`config.mk`:
```
export PLATFORM = sky130hd
export DESIGN_NAME = echo_pulse_range_classifier
export DESIGN_NICKNAME = d
export VERILOG_FILES = /design/src/rtl/epr_pkg.sv /design/src/rtl/epr_ctrl.sv /design/src/rtl/epr_dp.sv /design/src/rtl/echo_pulse_range_classifier.sv
export SDC_FILE = /design/constraint.sdc
export NUM_CORES = 1
export LEC_CHECK = 0
export BUFFER_PORTS_ARGS = -buffer_cell sky130_fd_sc_hd__buf_2
export CORE_UTILIZATION = 40
export CTS_CLUSTER_DIAMETER = 30
export DETAILED_ROUTE_END_ITERATION = 6
export SLEW_MARGIN = 20
export SYNTH_ARGS = -nofsm -noshare
export SYNTH_HDL_FRONTEND = slang
export SYNTH_SLANG_ARGS = --single-unit
```
`constraint.sdc`:
```
create_clock -name clock -period 4.35 [get_ports clock]
set_clock_uncertainty 0.05 [all_clocks]
set_input_delay 0.6525 -clock clock [delete_from_list [all_inputs] [get_ports clock]]
set_output_delay 0.6525 -clock clock [all_outputs]
set_load 0.01 [all_outputs]
```
`src/rtl/epr_pkg.sv`:
```
package epr_pkg;

   // default width of the tick and echo time counters
   localparam int TIME_BITS_DEF = 24;

   // configuration port
   localparam int CSR_INDEX_W = 3;
   localparam int CSR_DATA_W  = 24;
   localparam int CFG_W       = 24;
   localparam int DIV_W       = 16;
   localparam int NUM_LIMITS  = 5;

   localparam logic [CSR_INDEX_W-1:0] CSR_TRIGGER_HOLD = 3'd0;
   localparam logic [CSR_INDEX_W-1:0] CSR_TIMEOUT      = 3'd1;
   localparam logic [CSR_INDEX_W-1:0] CSR_TIME_PER_UNIT = 3'd2;
   localparam logic [CSR_INDEX_W-1:0] CSR_LIMIT_0      = 3'd3;
   localparam logic [CSR_INDEX_W-1:0] CSR_LIMIT_1      = 3'd4;
   localparam logic [CSR_INDEX_W-1:0] CSR_LIMIT_2      = 3'd5;
   localparam logic [CSR_INDEX_W-1:0] CSR_LIMIT_3      = 3'd6;
   localparam logic [CSR_INDEX_W-1:0] CSR_LIMIT_4      = 3'd7;

   // register reset values
   localparam logic [CFG_W-1:0] RST_TRIGGER_HOLD = 24'd10;
   localparam logic [CFG_W-1:0] RST_TIMEOUT      = 24'd30000;
   localparam logic [DIV_W-1:0] RST_TIME_PER_UNIT = 16'd58;
   localparam logic [CFG_W-1:0] RST_LIMIT_0      = 24'd5;
   localparam logic [CFG_W-1:0] RST_LIMIT_1      = 24'd10;
   localparam logic [CFG_W-1:0] RST_LIMIT_2      = 24'd20;
   localparam logic [CFG_W-1:0] RST_LIMIT_3      = 24'd100;
   localparam logic [CFG_W-1:0] RST_LIMIT_4      = 24'd400;

   // distance classes
   localparam int CLASS_W = 3;
   localparam logic [CLASS_W-1:0] CLASS_TOO_CLOSE  = 3'd0;
   localparam logic [CLASS_W-1:0] CLASS_VERY_CLOSE = 3'd1;
   localparam logic [CLASS_W-1:0] CLASS_CLOSE      = 3'd2;
   localparam logic [CLASS_W-1:0] CLASS_FAR        = 3'd3;
   localparam logic [CLASS_W-1:0] CLASS_VERY_FAR   = 3'd4;
   localparam logic [CLASS_W-1:0] CLASS_UNKNOWN    = 3'd5;

   // controller to datapath commands
   typedef struct packed {
      logic load;
      logic step;
      logic emit;
   } cmd_type;

   // datapath to controller status
   typedef struct packed {
      logic div_last;
   } status_type;

endpackage

```
`src/rtl/epr_ctrl.sv`:
```
module epr_ctrl (
   input  logic                clock,
   input  logic                reset,
   input  logic                req_valid,
   output logic                req_ready,
   output logic                rsp_valid,
   input  logic                rsp_ready,
   input  epr_pkg::status_type status,
   output epr_pkg::cmd_type    cmd
);

   typedef enum logic [1:0] {
      S_IDLE,
      S_DIV,
      S_OUT
   } state_type;

   state_type state_ff;
   state_type state_in;
   logic      rsp_valid_ff;
   logic      rsp_valid_in;
   logic      out_free;

   assign req_ready = (state_ff == S_IDLE);
   assign rsp_valid = rsp_valid_ff;
   assign out_free  = !rsp_valid_ff || rsp_ready;

   // next state and commands
   always_comb begin
      state_in     = state_ff;
      rsp_valid_in = rsp_valid_ff && !rsp_ready;
      cmd          = '0;
      case (state_ff)
         S_IDLE: begin
            if (req_valid) begin
               cmd.load = 1'b1;
               state_in = S_DIV;
            end
         end
         S_DIV: begin
            cmd.step = 1'b1;
            if (status.div_last) begin
               state_in = S_OUT;
            end
         end
         S_OUT: begin
            if (out_free) begin
               cmd.emit     = 1'b1;
               rsp_valid_in = 1'b1;
               state_in     = S_IDLE;
            end
         end
         default: begin
            state_in = S_IDLE;
         end
      endcase
   end

   // state and response valid
   always_ff @(posedge clock) begin
      if (reset) begin
         state_ff     <= S_IDLE;
         rsp_valid_ff <= 1'b0;
      end else begin
         state_ff     <= state_in;
         rsp_valid_ff <= rsp_valid_in;
      end
   end

endmodule

```
`src/rtl/epr_dp.sv`:
```
module epr_dp #(
   parameter int TIME_BITS = epr_pkg::TIME_BITS_DEF
) (
   input  logic                               clock,
   input  logic                               reset,
   input  logic                               csr_valid,
   input  logic [epr_pkg::CSR_INDEX_W-1:0]    csr_index,
   input  logic [epr_pkg::CSR_DATA_W-1:0]     csr_data,
   input  logic                               req_echo_level,
   input  epr_pkg::cmd_type                   cmd,
   output epr_pkg::status_type                status,
   output logic                               rsp_trigger_level,
   output logic                               rsp_measure_done,
   output logic [epr_pkg::CLASS_W-1:0]        rsp_distance_class
);

   localparam int WB    = (TIME_BITS > epr_pkg::CFG_W) ? TIME_BITS : epr_pkg::CFG_W;
   localparam int CNT_W = $clog2(TIME_BITS);
   localparam int DW    = epr_pkg::DIV_W;
   localparam logic [CNT_W-1:0] CNT_LAST = CNT_W'(TIME_BITS - 1);
   localparam logic [TIME_BITS-1:0] TIME_MAX = '1;

   localparam logic [1:0] PH_READY   = 2'd0;
   localparam logic [1:0] PH_WAIT    = 2'd1;
   localparam logic [1:0] PH_MEASURE = 2'd2;

   // configuration registers
   logic [epr_pkg::CFG_W-1:0] hold_ff;
   logic [epr_pkg::CFG_W-1:0] timeout_ff;
   logic [DW-1:0]             tpu_ff;
   logic [epr_pkg::CFG_W-1:0] lim_ff [epr_pkg::NUM_LIMITS];

   // sequencer state
   logic [1:0]           phase_ff, phase_in;
   logic [TIME_BITS-1:0] ticks_ff, ticks_in;
   logic [TIME_BITS-1:0] echo_ff, echo_in;
   logic                 trig_ff, trig_in;
   logic                 done_ff, done_in;
   logic [TIME_BITS-1:0] elapsed;

   // divider
   logic [DW-1:0]        rem_ff;
   logic [TIME_BITS-1:0] quo_ff;
   logic [CNT_W-1:0]     cnt_ff;
   logic [DW:0]          shifted;
   logic [DW+1:0]        diff;
   logic                 ge;

   // classifier
   logic [epr_pkg::CLASS_W-1:0] class_in;

   // configuration writes
   always_ff @(posedge clock) begin
      if (reset) begin
         hold_ff    <= epr_pkg::RST_TRIGGER_HOLD;
         timeout_ff <= epr_pkg::RST_TIMEOUT;
         tpu_ff     <= epr_pkg::RST_TIME_PER_UNIT;
         lim_ff[0]  <= epr_pkg::RST_LIMIT_0;
         lim_ff[1]  <= epr_pkg::RST_LIMIT_1;
         lim_ff[2]  <= epr_pkg::RST_LIMIT_2;
         lim_ff[3]  <= epr_pkg::RST_LIMIT_3;
         lim_ff[4]  <= epr_pkg::RST_LIMIT_4;
      end else if (csr_valid) begin
         case (csr_index)
            epr_pkg::CSR_TRIGGER_HOLD:  hold_ff    <= csr_data;
            epr_pkg::CSR_TIMEOUT:       timeout_ff <= csr_data;
            epr_pkg::CSR_TIME_PER_UNIT: tpu_ff     <= csr_data[DW-1:0];
            epr_pkg::CSR_LIMIT_0:       lim_ff[0]  <= csr_data;
            epr_pkg::CSR_LIMIT_1:       lim_ff[1]  <= csr_data;
            epr_pkg::CSR_LIMIT_2:       lim_ff[2]  <= csr_data;
            epr_pkg::CSR_LIMIT_3:       lim_ff[3]  <= csr_data;
            epr_pkg::CSR_LIMIT_4:       lim_ff[4]  <= csr_data;
            default: ;
         endcase
      end
   end

   // one tick of the trigger and echo sequencer
   always_comb begin
      elapsed  = (ticks_ff == TIME_MAX) ? ticks_ff : ticks_ff + 1'b1;
      phase_in = phase_ff;
      ticks_in = elapsed;
      echo_in  = echo_ff;
      trig_in  = trig_ff;
      done_in  = 1'b0;
      if (WB'(elapsed) > WB'(timeout_ff)) begin
         // timeout: drop the measurement and restart
         echo_in  = '0;
         trig_in  = 1'b1;
         ticks_in = '0;
         phase_in = PH_READY;
         done_in  = 1'b1;
      end else begin
         case (phase_ff)
            PH_READY: begin
               if (WB'(elapsed) > WB'(hold_ff)) begin
                  trig_in  = 1'b0;
                  phase_in = PH_WAIT;
               end
            end
            PH_WAIT: begin
               if (req_echo_level) begin
                  ticks_in = '0;
                  phase_in = PH_MEASURE;
               end
            end
            PH_MEASURE: begin
               if (!req_echo_level) begin
                  echo_in  = elapsed;
                  trig_in  = 1'b1;
                  ticks_in = '0;
                  phase_in = PH_READY;
                  done_in  = 1'b1;
               end
            end
            default: ;
         endcase
      end
   end

   always_ff @(posedge clock) begin
      if (reset) begin
         phase_ff <= PH_READY;
         ticks_ff <= '0;
         echo_ff  <= '0;
         trig_ff  <= 1'b1;
         done_ff  <= 1'b0;
      end else if (cmd.load) begin
         phase_ff <= phase_in;
         ticks_ff <= ticks_in;
         echo_ff  <= echo_in;
         trig_ff  <= trig_in;
         done_ff  <= done_in;
      end
   end

   // restoring divider step, one quotient bit per cycle
   assign shifted = {rem_ff, quo_ff[TIME_BITS-1]};
   assign diff    = {1'b0, shifted} - {2'b00, tpu_ff};
   assign ge      = !diff[DW+1];
   assign status.div_last = (cnt_ff == CNT_LAST);

   always_ff @(posedge clock) begin
      if (cmd.load) begin
         rem_ff <= '0;
         quo_ff <= echo_in;
         cnt_ff <= '0;
      end else if (cmd.step) begin
         rem_ff <= ge ? diff[DW-1:0] : shifted[DW-1:0];
         quo_ff <= {quo_ff[TIME_BITS-2:0], ge};
         cnt_ff <= cnt_ff + 1'b1;
      end
   end

   // first limit above the distance wins
   always_comb begin
      class_in = epr_pkg::CLASS_UNKNOWN;
      for (int k = epr_pkg::NUM_LIMITS - 1; k >= 0; k--) begin
         if (WB'(quo_ff) < WB'(lim_ff[k])) begin
            class_in = epr_pkg::CLASS_W'(k);
         end
      end
   end

   // result register
   always_ff @(posedge clock) begin
      if (cmd.emit) begin
         rsp_trigger_level  <= trig_ff;
         rsp_measure_done   <= done_ff;
         rsp_distance_class <= class_in;
      end
   end

endmodule

```
`src/rtl/echo_pulse_range_classifier.sv`:
```
// channel   direction  handshake               payload
// req       in         req_valid / req_ready   req_echo_level
// rsp       out        rsp_valid / rsp_ready   rsp_trigger_level, rsp_measure_done,
//                                              rsp_distance_class
// csr       in         csr_valid / csr_ready   csr_index, csr_data
//
// a beat is accepted only when the previous one has been divided and its result emitted; the
// bit-serial restoring divider makes one quotient bit a cycle.
// reset is synchronous and restores register defaults, trigger high and tick and echo counters zero.
// a finished result waits in the output register; the next beat is taken meanwhile
// and its result is held back until rsp_ready frees the register.
// csr_ready is always high.
module echo_pulse_range_classifier #(
   parameter int TIME_BITS = epr_pkg::TIME_BITS_DEF
) (
   input  logic                            clock,
   input  logic                            reset,
   input  logic                            req_valid,
   output logic                            req_ready,
   input  logic                            req_echo_level,
   output logic                            rsp_valid,
   input  logic                            rsp_ready,
   output logic                            rsp_trigger_level,
   output logic                            rsp_measure_done,
   output logic [epr_pkg::CLASS_W-1:0]     rsp_distance_class,
   input  logic                            csr_valid,
   output logic                            csr_ready,
   input  logic [epr_pkg::CSR_INDEX_W-1:0] csr_index,
   input  logic [epr_pkg::CSR_DATA_W-1:0]  csr_data
);

   epr_pkg::cmd_type    cmd;
   epr_pkg::status_type status;

   assign csr_ready = 1'b1;

   // handshake and sequencing control
   epr_ctrl u_ctrl (
      .clock     (clock),
      .reset     (reset),
      .req_valid (req_valid),
      .req_ready (req_ready),
      .rsp_valid (rsp_valid),
      .rsp_ready (rsp_ready),
      .status    (status),
      .cmd       (cmd)
   );

   // ranger state, divider and classifier
   epr_dp #(
      .TIME_BITS (TIME_BITS)
   ) u_dp (
      .clock              (clock),
      .reset              (reset),
      .csr_valid          (csr_valid),
      .csr_index          (csr_index),
      .csr_data           (csr_data),
      .req_echo_level     (req_echo_level),
      .cmd                (cmd),
      .status             (status),
      .rsp_trigger_level  (rsp_trigger_level),
      .rsp_measure_done   (rsp_measure_done),
      .rsp_distance_class (rsp_distance_class)
   );

`ifndef SYNTHESIS
   // one beat in flight at a time
   assert property (@(posedge clock) disable iff (reset)
      req_valid && req_ready |=> !req_ready)
      else $error("input beat taken while busy");

   // a finished measurement always restarts with the trigger raised
   assert property (@(posedge clock) disable iff (reset)
      rsp_valid && rsp_measure_done |-> rsp_trigger_level)
      else $error("measurement done without trigger restart");

   // class code stays in range
   assert property (@(posedge clock) disable iff (reset)
      rsp_valid |-> rsp_distance_class <= epr_pkg::CLASS_UNKNOWN)
      else $error("distance class out of range");

   // a result is only produced for an accepted beat
   assert property (@(posedge clock) disable iff (reset)
      $rose(rsp_valid) |-> $past(!req_ready))
      else $error("result without a pending beat");
`endif

endmodule
```
==> results of run 1 <==
-- path summary, 6_finish.rpt --
| check | endpoint | start | depth (start not counted) | slack, ns |
|---|---|---|---|---|
| hold / removal | u_dp.timeout_ff[16] | csr_data[16] | 3 | 0.30 |
| setup reg to reg | u_dp.phase_ff[0] | u_dp.ticks_ff[0] | 14 | 0.30 |
| setup / recovery | u_dp.phase_ff[0] | u_dp.ticks_ff[0] | 14 | 0.30 |
| hold reg to reg | u_dp.rsp_measure_done | u_dp.done_ff | 0 | 0.39 |
-- stage by stage --
stage / utilization / hold slack, ns / total power [mW] / area (sq um)
final: 0.503 / 0.302 / 10.8 / 19600
after global routing: 0.503 / 0.289 / 11.3 / 19600
after CTS: 0.503 / 0.278 / 10.9 / 19600
after detailed placement: 0.435 / 0.388 / 5.04 / 17000
after global placement: 0.435 / 0.377 / 5.00 / 17000
after floorplan: - / 0.353 / 4.59 / 16000
-- cell usage after synthesis (all sizes together), types with 4 or more instances --
master / number
nand3: 29
dfxtp: 140
a31oi: 5
nand2: 207
a211o: 5
edfxtp: 149
xnor2: 20
and2: 31
a221oi: 4
o31ai: 23
nor2: 67
a32oi: 4
and3: 4
o21bai: 4
xor2: 16
o21ai: 83
and4: 10
a211oi: 17
nor2b: 12
clkbuf: 39
buf: 18
a21o: 12
nor4: 7
o211ai: 24
o21a: 7
or3: 8
mux2i: 19
nor3: 20
nand4: 35
nand2b: 23
ha: 185
inv: 197
a21oi: 121
a22o: 42
-- per-layer routing --
| metal | vias to the layer above | share of wire | routed length (um) | GRT usage |
|---|---|---|---|---|
| met5 | - | 0 | 0 | 0 |
| met3 | 118 | 0.041 | 1700 | 0.0353 |
| li1 | 6042 | - | - | - |
| met2 | 287 | 0.47 | 19400 | 0.342 |
| met4 | 0 | 0.037 | 1520 | 0.0912 |
| met1 | 5833 | 0.45 | 18600 | 0.262 |
-- cell type report --
cell class | instances | area (sq um) | share of cell area
multi-input combinational | 1091 | 7760 | 0.396
sequential | 289 | 7280 | 0.371
clock buffer | 92 | 2050 | 0.105
inverter | 197 | 739 | 0.0377
tap | 518 | 648 | 0.0330
clock inverter | 46 | 614 | 0.0313
timing repair buffer | 79 | 533 | 0.0272
-- kinds of logic after synthesis --
| family | Yosys count | share of synthesized area |
|---|---|---|
| DFF | 289 | 0.455 |
| and+or+nand+nor | 463 | 0.144 |
| other | 1 | 0.000235 |
| buffers and inverters | 254 | 0.0624 |
| muxes | 20 | 0.0126 |
| AOI/OAI and AO/OA | 385 | 0.159 |
| xor gates and xnor gates | 36 | 0.0202 |
| adders and majority gates | 186 | 0.146 |
-- report_power, final --
part	switching (mW)	total (mW)	internal, mW
clock	1.70	5.81	4.11
combinational	0.986	1.73	0.740
sequential	0.171	3.28	3.11
-- registers in the layout (all words and copies together) (netlist names), 2 cells and up --
name,flops
u_dp.lim_ff,120
u_dp.echo_ff,24
u_dp.hold_ff,24
u_dp.quo_ff,24
u_dp.ticks_ff,24
u_dp.timeout_ff,24
u_dp.rem_ff,16
u_dp.tpu_ff,16
u_dp.cnt_ff,5
u_dp.rsp_distance_class,3
u_ctrl.state_ff,2
u_dp.phase_ff,2
-- placed cells by master, fill, tap and decap left out, types with 5 or more instances in the layout --
cell	n
xnor2_1	20
clkbuf_8	5
a21o_1	12
o31ai_1	18
clkbuf_16	78
nand2_1	205
a211o_1	5
ha_1	185
nor2_1	64
dfxtp_1	140
nand4_1	33
nor3_1	16
edfxtp_1	149
mux2i_1	19
a21oi_1	119
nand2b_1	21
xor2_1	15
and4_1	9
nand3_1	29
and2_1	30
a22o_1	42
o211ai_1	23
inv_1	197
o21a_1	7
o21ai_0	76
buf_4	37
o21ai_1	5
a211oi_1	16
bufinv_16	13
buf_2	39
clkbuf_1	9
a31oi_1	5
or3_1	8
clkinv_4	5
clkinv_2	17
nor2b_1	12
-- worst min-delay path, delay by kind of cell --
kind | cells | cell delay, ns
buffers and inverters | 1 | 0.12
AND/OR/NAND/NOR | 1 | 0.05
AO/OA/AOI/OAI | 1 | 0.05
==> results summary, run 1 <==
The run finished, with violations left. The number of enable flip-flop cells after synthesis is 149. The delay of the slowest critical-path stage came out at 0.49 ns. The H-tree generated during clock tree synthesis spans 3 levels.

The slowest cell on the critical path is or3_1. Of all cell types, the one taking the most synthesized area is edfxtp_1. The top cell type's share of synthesized area is 0.280. The antenna diode instance count came out at 0. For this design the ratio of total power to cell area is 551 nW/um^2. The data arrival time at the worst-slack endpoint is 4.46 ns.

The global-route wire length before repair is 65.7 mm. For this run the aggregate overflow at the end of global routing stands at 0. The die extent in x came out at 202 um. The number of global-route vias before repair is 12400. The post-synthesis cell area came out at 16000 sq um.

The initial standard-cell utilization of the core came out at 0.410. Summed over all nets, the half-perimeter wirelength after detailed placement is 30.0 mm. The count of buffer and inverter cells on the critical path is 1. The share of synthesized registers carrying an async set or reset came out at 0.

The final cell count without fillers is 2312. STA classifies the critical path startpoint as a register. The detail-routed net length per standard cell came out at 17.8 um. Measured against its own limit, the worst slew margin works out to 0.254. The row count is 72. The min-delay analysis places its worst path in the category primary input to register. Sorting the synthesized cells by area gives the leading types as edfxtp_1, dfxtp_1, ha_1. The count of hold-fix buffers inserted at cts is 0.

Fill cells in the final layout number 3505. The clock latency reported for the late side of the worst-skew pair came out at 0.57 ns. The worst-case vdd ir drop is 625 uV. Dividing the final minimum period by the clock period gives 0.930. The pre-CTS setup slack is 0.329 ns. The number of hold violations in the final report came to 0.

Buffers inserted during clock tree synthesis total 75. The root cell of the clock tree is clkbuf_16. The commonest register cell after synthesis is edfxtp_1.

The final reports fail on design-rule violations. The signal on the critical path passes through ha_1 -> and2_1 -> nand4_1 -> or3_1 -> nor2_4 -> xnor2_1 -> inv_1 -> ha_1 -> nand4_1 -> nor4_1 -> o31a_1 -> o21ai_0 -> or3_1 -> o32ai_1. The overall routing resource usage came out at 0.206. After synthesis, the mean cell area works out to 9.78 sq um.

The fmax came out at 0.247 GHz. The die is 202 um tall. The max-capacitance violation count is 0. Setup repair after global routing left no endpoint under its margin. The final layout contains routed wiring with a total length of 41.2 mm. The share of cells above drive strength 1 came out at 0.135. The synthesized design contains 289 register bits.

The net count of the finished layout is 1952. Once the clock tree was built, the setup fixing pass inserted 0 buffers. The static leakage came out at 8.36 nW. The final RePlAce weighted congestion is 0.932. For this design, the sink count on the clock tree is 289. The setup path with the least slack is of type register to register.

The net count after synthesis is 1853. The violation count after the first detailed-route iteration is 747. The post-cts gate resize count is 0. The number of nets with antenna violations after routing came out at 0. The transition time at the pin with the least slew margin came out at 1.12 ns. The I/O pin count came out at 41. Across all setup checks in the final design, the least slack found is 0.305 ns.

The number of max-slew violations in the final report came out at 0. Clock-pin slew was measured on the worst setup and hold paths at 0.04 ns. The residual DRC count is 1. The length of the first detailed-routing pass in iterations is 7. The via density per instance is 5.31. Compared with the post-synthesis result, the final layout area differs by 22.8%. The cell count after synthesis came out at 1634. The area of the placeable core is 39000 sq um. The total of warnings raised by yosys is 0. The final count of negative-setup-slack endpoints is 0.

Data on the critical path is required at its endpoint by 4.77 ns. Grouping stages by cell kind, the critical path spends the most delay in simple AND/OR/NAND/NOR gates. In this run, placement finished with an instance count of 2174. Yosys mapped the design onto 83 distinct sky130hd cell types. The via count came out at 12300. The top fanout value on the critical path came out at 5. The sequential cell area fraction in the yosys report came out at 0.455. The area of the die came out at 40800 sq um. Entering global routing, the biggest net connects 38 pins.

The final total negative setup slack came out at 0 ns. The deepest clock path buffer count is 3. TritonCTS built the clock tree.

The number of port buffers came out at 39. The initial antenna violation count came out at 0. The time the worst path needs with I/O delays and setup is 4.05 ns. STA classifies the critical path endpoint as a register.
Power figures use the tool's default switching activity.
==> run 2, diff against run 1 <==
--- a/config.mk
+++ b/config.mk
@@ -6,7 +6,7 @@
 export NUM_CORES = 1
 export LEC_CHECK = 0
 export BUFFER_PORTS_ARGS = -buffer_cell sky130_fd_sc_hd__buf_2
-export CORE_UTILIZATION = 40
+export CORE_UTILIZATION = 35
 export CTS_CLUSTER_DIAMETER = 30
 export DETAILED_ROUTE_END_ITERATION = 6
 export SLEW_MARGIN = 20
==> results summary, run 2 (synthesis results as in run 1) <==
The run finished, with violations left. The checks that failed: design-rule violations. The detail route stage leaves a number of antenna-violating nets equal to 0. The number of global-route vias before repair came out at 12400. The number of buffers added by the clock tree synthesis step is 75. The top fanout value on the critical path came out at 11. The required time of the worst setup path came out at 4.77 ns. Global routing finished with a remaining overflow of 0.

The sink count of the clock tree came out at 289. The number of hold violations in the final report is 0. The clock input transition at the sequential cells of the worst setup and hold paths came out at 0.04 ns.

After floorplanning, the core was sized to cover 44600 sq um. In this run the most critical hold path is launched from csr_data[17]. Walking the worst path, the cells encountered are ha_1 -> and2_1 -> nand4_1 -> or3_1 -> nor2_4 -> xnor2_1 -> inv_1 -> ha_1 -> nand4_1 -> nor2_1 -> nand4_1 -> and2_4 -> or3_1 -> o32ai_1. The violation count after the first detailed-route iteration is 778. The type of the worst min-delay path is primary input to register. The y dimension of the die is 216 um. The internal power of the cells totals 7.99 mW.

The pre-CTS setup slack is 0.118 ns. The I/O pin count came out at 41. Counting the fill cells in the layout gives 4111.

The clock latency reported for the late side of the worst-skew pair came out at 0.58 ns. The row count came out at 77. u_dp.lim_ff holds more flip-flops than any other register. Summed over all nets, the switching power comes to 2.86 mW. The part of the total power dissipated in the clock network came out at 0.537.

The worst-case vdd ir drop is 468 uV. The final critical-path setup slack came out at 0.210 ns. The deepest clock path buffer count is 3. The final count of negative-setup-slack endpoints is 0. TritonCTS built the clock tree. The die extent in x came out at 216 um. The final wirelength is 42.6 mm.

The switching portion of total power came out at 0.263. The worst register-to-register path begins at u_dp.ticks_ff[0]. For this design, the slowest cell found on the critical path is or3_1. The data arrival time at the worst-slack endpoint is 4.56 ns.

The time the worst path needs with I/O delays and setup is 4.14 ns. After detailed routing, the number of vias per cell comes to 5.18. The first global-routing pass estimated 67.3 mm of wire. The start-to-end type of the worst setup path is register to register. The delay of the slowest critical-path stage came out at 0.51 ns.

For this run, the total global-route usage over all layers was measured as 0.184. The initial standard-cell utilization of the core came out at 0.358. The register with the most flip-flops in the layout has 120 of them. The initial antenna violation count came to 0. The via count is 12400.

The area growth from synthesis to final layout is 23.8%. The worst max-slew margin expressed relative to the limit is 0.211. For this run, the detailed router's first-pass iteration total came to 7.

The portion of total power attributed to combinational logic is 0.160. The share of total power dissipated in sequential elements is 0.303. Of the cells placed in the final design, the portion with a size suffix greater than 1 is 0.136. After detailed routing, the average wire length per cell comes to 17.8 um. The tree is rooted in a clkbuf_16.

The dominant cell type by count on the critical path is nand4_1. The number of max-slew violations in the final report is 0. The net count of the finished layout is 1955.

The power density normalized to cell area is 548 nW/um^2. The finished cells cover 19800 sq um. The nature of the critical path endpoint is a register. The transition time at the pin with the least slew margin is 1.18 ns. The post-place instance area is 17000 sq um. The library cells used most frequently in the layout, excluding fill and tap cells, are nand2_1, inv_1, ha_1. The maximum level of the CTS H-tree came out at 3. The library cell used most frequently in the layout, excluding fill and tap cells, is nand2_1.

The final RePlAce weighted congestion came out at 0.848. The number of port buffers is 39. The die covers 46500 sq um. The final design utilization came out at 0.444. STA classifies the critical path startpoint as a register. The share of the clock period used by the worst path came out at 0.952.

Max-cap violations in this run came to 0. The reg2reg setup slack is 0.21 ns. The antenna diode instance count is 0. The worst hold path passes through 3 cells. The number of cells on the worst reg-to-reg path is 14.

The worst register-to-register path ends at u_dp.phase_ff[0]. For hold timing, the worst endpoint is u_dp.hold_ff[17]. The static leakage is 8.39 nW.

Static timing analysis puts the maximum clock frequency at 0.242 GHz. The HPWL after detailed placement came out at 30.6 mm. The residual DRC count came out at 1.

The maximum number of pins on one net before global-route repair came out at 36.
[run 2: changes by cell type in the layout (fill, tap and decap cells not counted), moves of 2 or more]
cell | before | now
buf_4 | 37 | 40
bufinv_16 | 13 | 10
clkbuf_1 | 9 | 12
clkbuf_16 | 78 | 82
clkbuf_8 | 5 | 9
clkinv_1 | 3 | 5
clkinv_2 | 17 | 13
clkinv_4 | 5 | 2
clkinv_8 | 1 | 3
clkinvlp_4 | 4 | 2
[run 2: timing repair]
| action | CTS | global route |
|---|---|---|
| hold buffers | 0 | 0 |
| gates resized for setup | 0 | 3 |
| setup endpoints to repair | 0 | 35 |
| buffers inserted | 0 | 3 |
[run 2: worst max-delay path by stage]
| stage | startpoint | slack (ns) | endpoint | depth (start not counted) |
|---|---|---|---|---|
| detailed placement | u_dp.ticks_ff[0] | 0.12 | u_dp.quo_ff[1] | 15 |
| global placement | u_dp.ticks_ff[0] | 0.26 | u_dp.quo_ff[18] | 15 |
| CTS | u_dp.ticks_ff[0] | 0.12 | u_dp.quo_ff[12] | 15 |
| floorplan | u_dp.ticks_ff[0] | 0.72 | u_dp.quo_ff[10] | 17 |
| global route | u_dp.ticks_ff[0] | -0.03 | u_dp.ticks_ff[0] | 15 |
| finish | u_dp.ticks_ff[0] | 0.21 | u_dp.phase_ff[0] | 14 |
[run 2: area by class of cell]
type | instances | area (sq um) | share of cell area
multi-input cells | 1092 | 7790 | 0.394
flip-flops and latches | 289 | 7280 | 0.368
clock buffers | 103 | 2220 | 0.112
well taps | 592 | 741 | 0.0374
inverters | 197 | 739 | 0.0374
repair buffers | 81 | 536 | 0.0271
clock inverters | 37 | 480 | 0.0243
[run 2: power groups by stage]
stage | sequential, mW | clock [mW] | combinational, mW
floorplan | 3.26 | 0 | 1.33
global placement | 3.33 | 0 | 1.68
detailed placement | 3.34 | 0 | 1.72
CTS | 3.29 | 5.91 | 1.73
global route | 3.32 | 6.05 | 1.95
finish | 3.29 | 5.82 | 1.73
[run 2: layer usage]
layer | routed length, um | part of all wire | global-route usage | up-vias
met5 | 0 | 0 | 0 | -
met4 | 1170 | 0.028 | 0.0742 | 0
met3 | 2100 | 0.049 | 0.0350 | 82
met2 | 19700 | 0.46 | 0.300 | 287
met1 | 19600 | 0.46 | 0.239 | 5966
li1 | - | - | - | 6062
[run 2: critical path, delay by kind of cell, from the launching register on]
family	cells	cell delay [ns]
DFF	1	0.38
buffers and inverters	1	0.13
AOI/OAI and AO/OA	1	0.24
xor gates and xnor gates	1	0.16
adders and majority gates	2	0.51
and+or+nand+nor	9	2.58
[run 2: metrics by stage]
stage	hold WS, ns	power (mW)	setup TNS, ns	cells
after floorplan	0.353	4.59	0	1634
after global placement	0.392	5.01	0	2247
after detailed placement	0.398	5.05	0	2247
after CTS	0.275	10.9	0	2387
after global routing	0.293	11.3	-0.0732	2391
final	0.298	10.9	0	2391
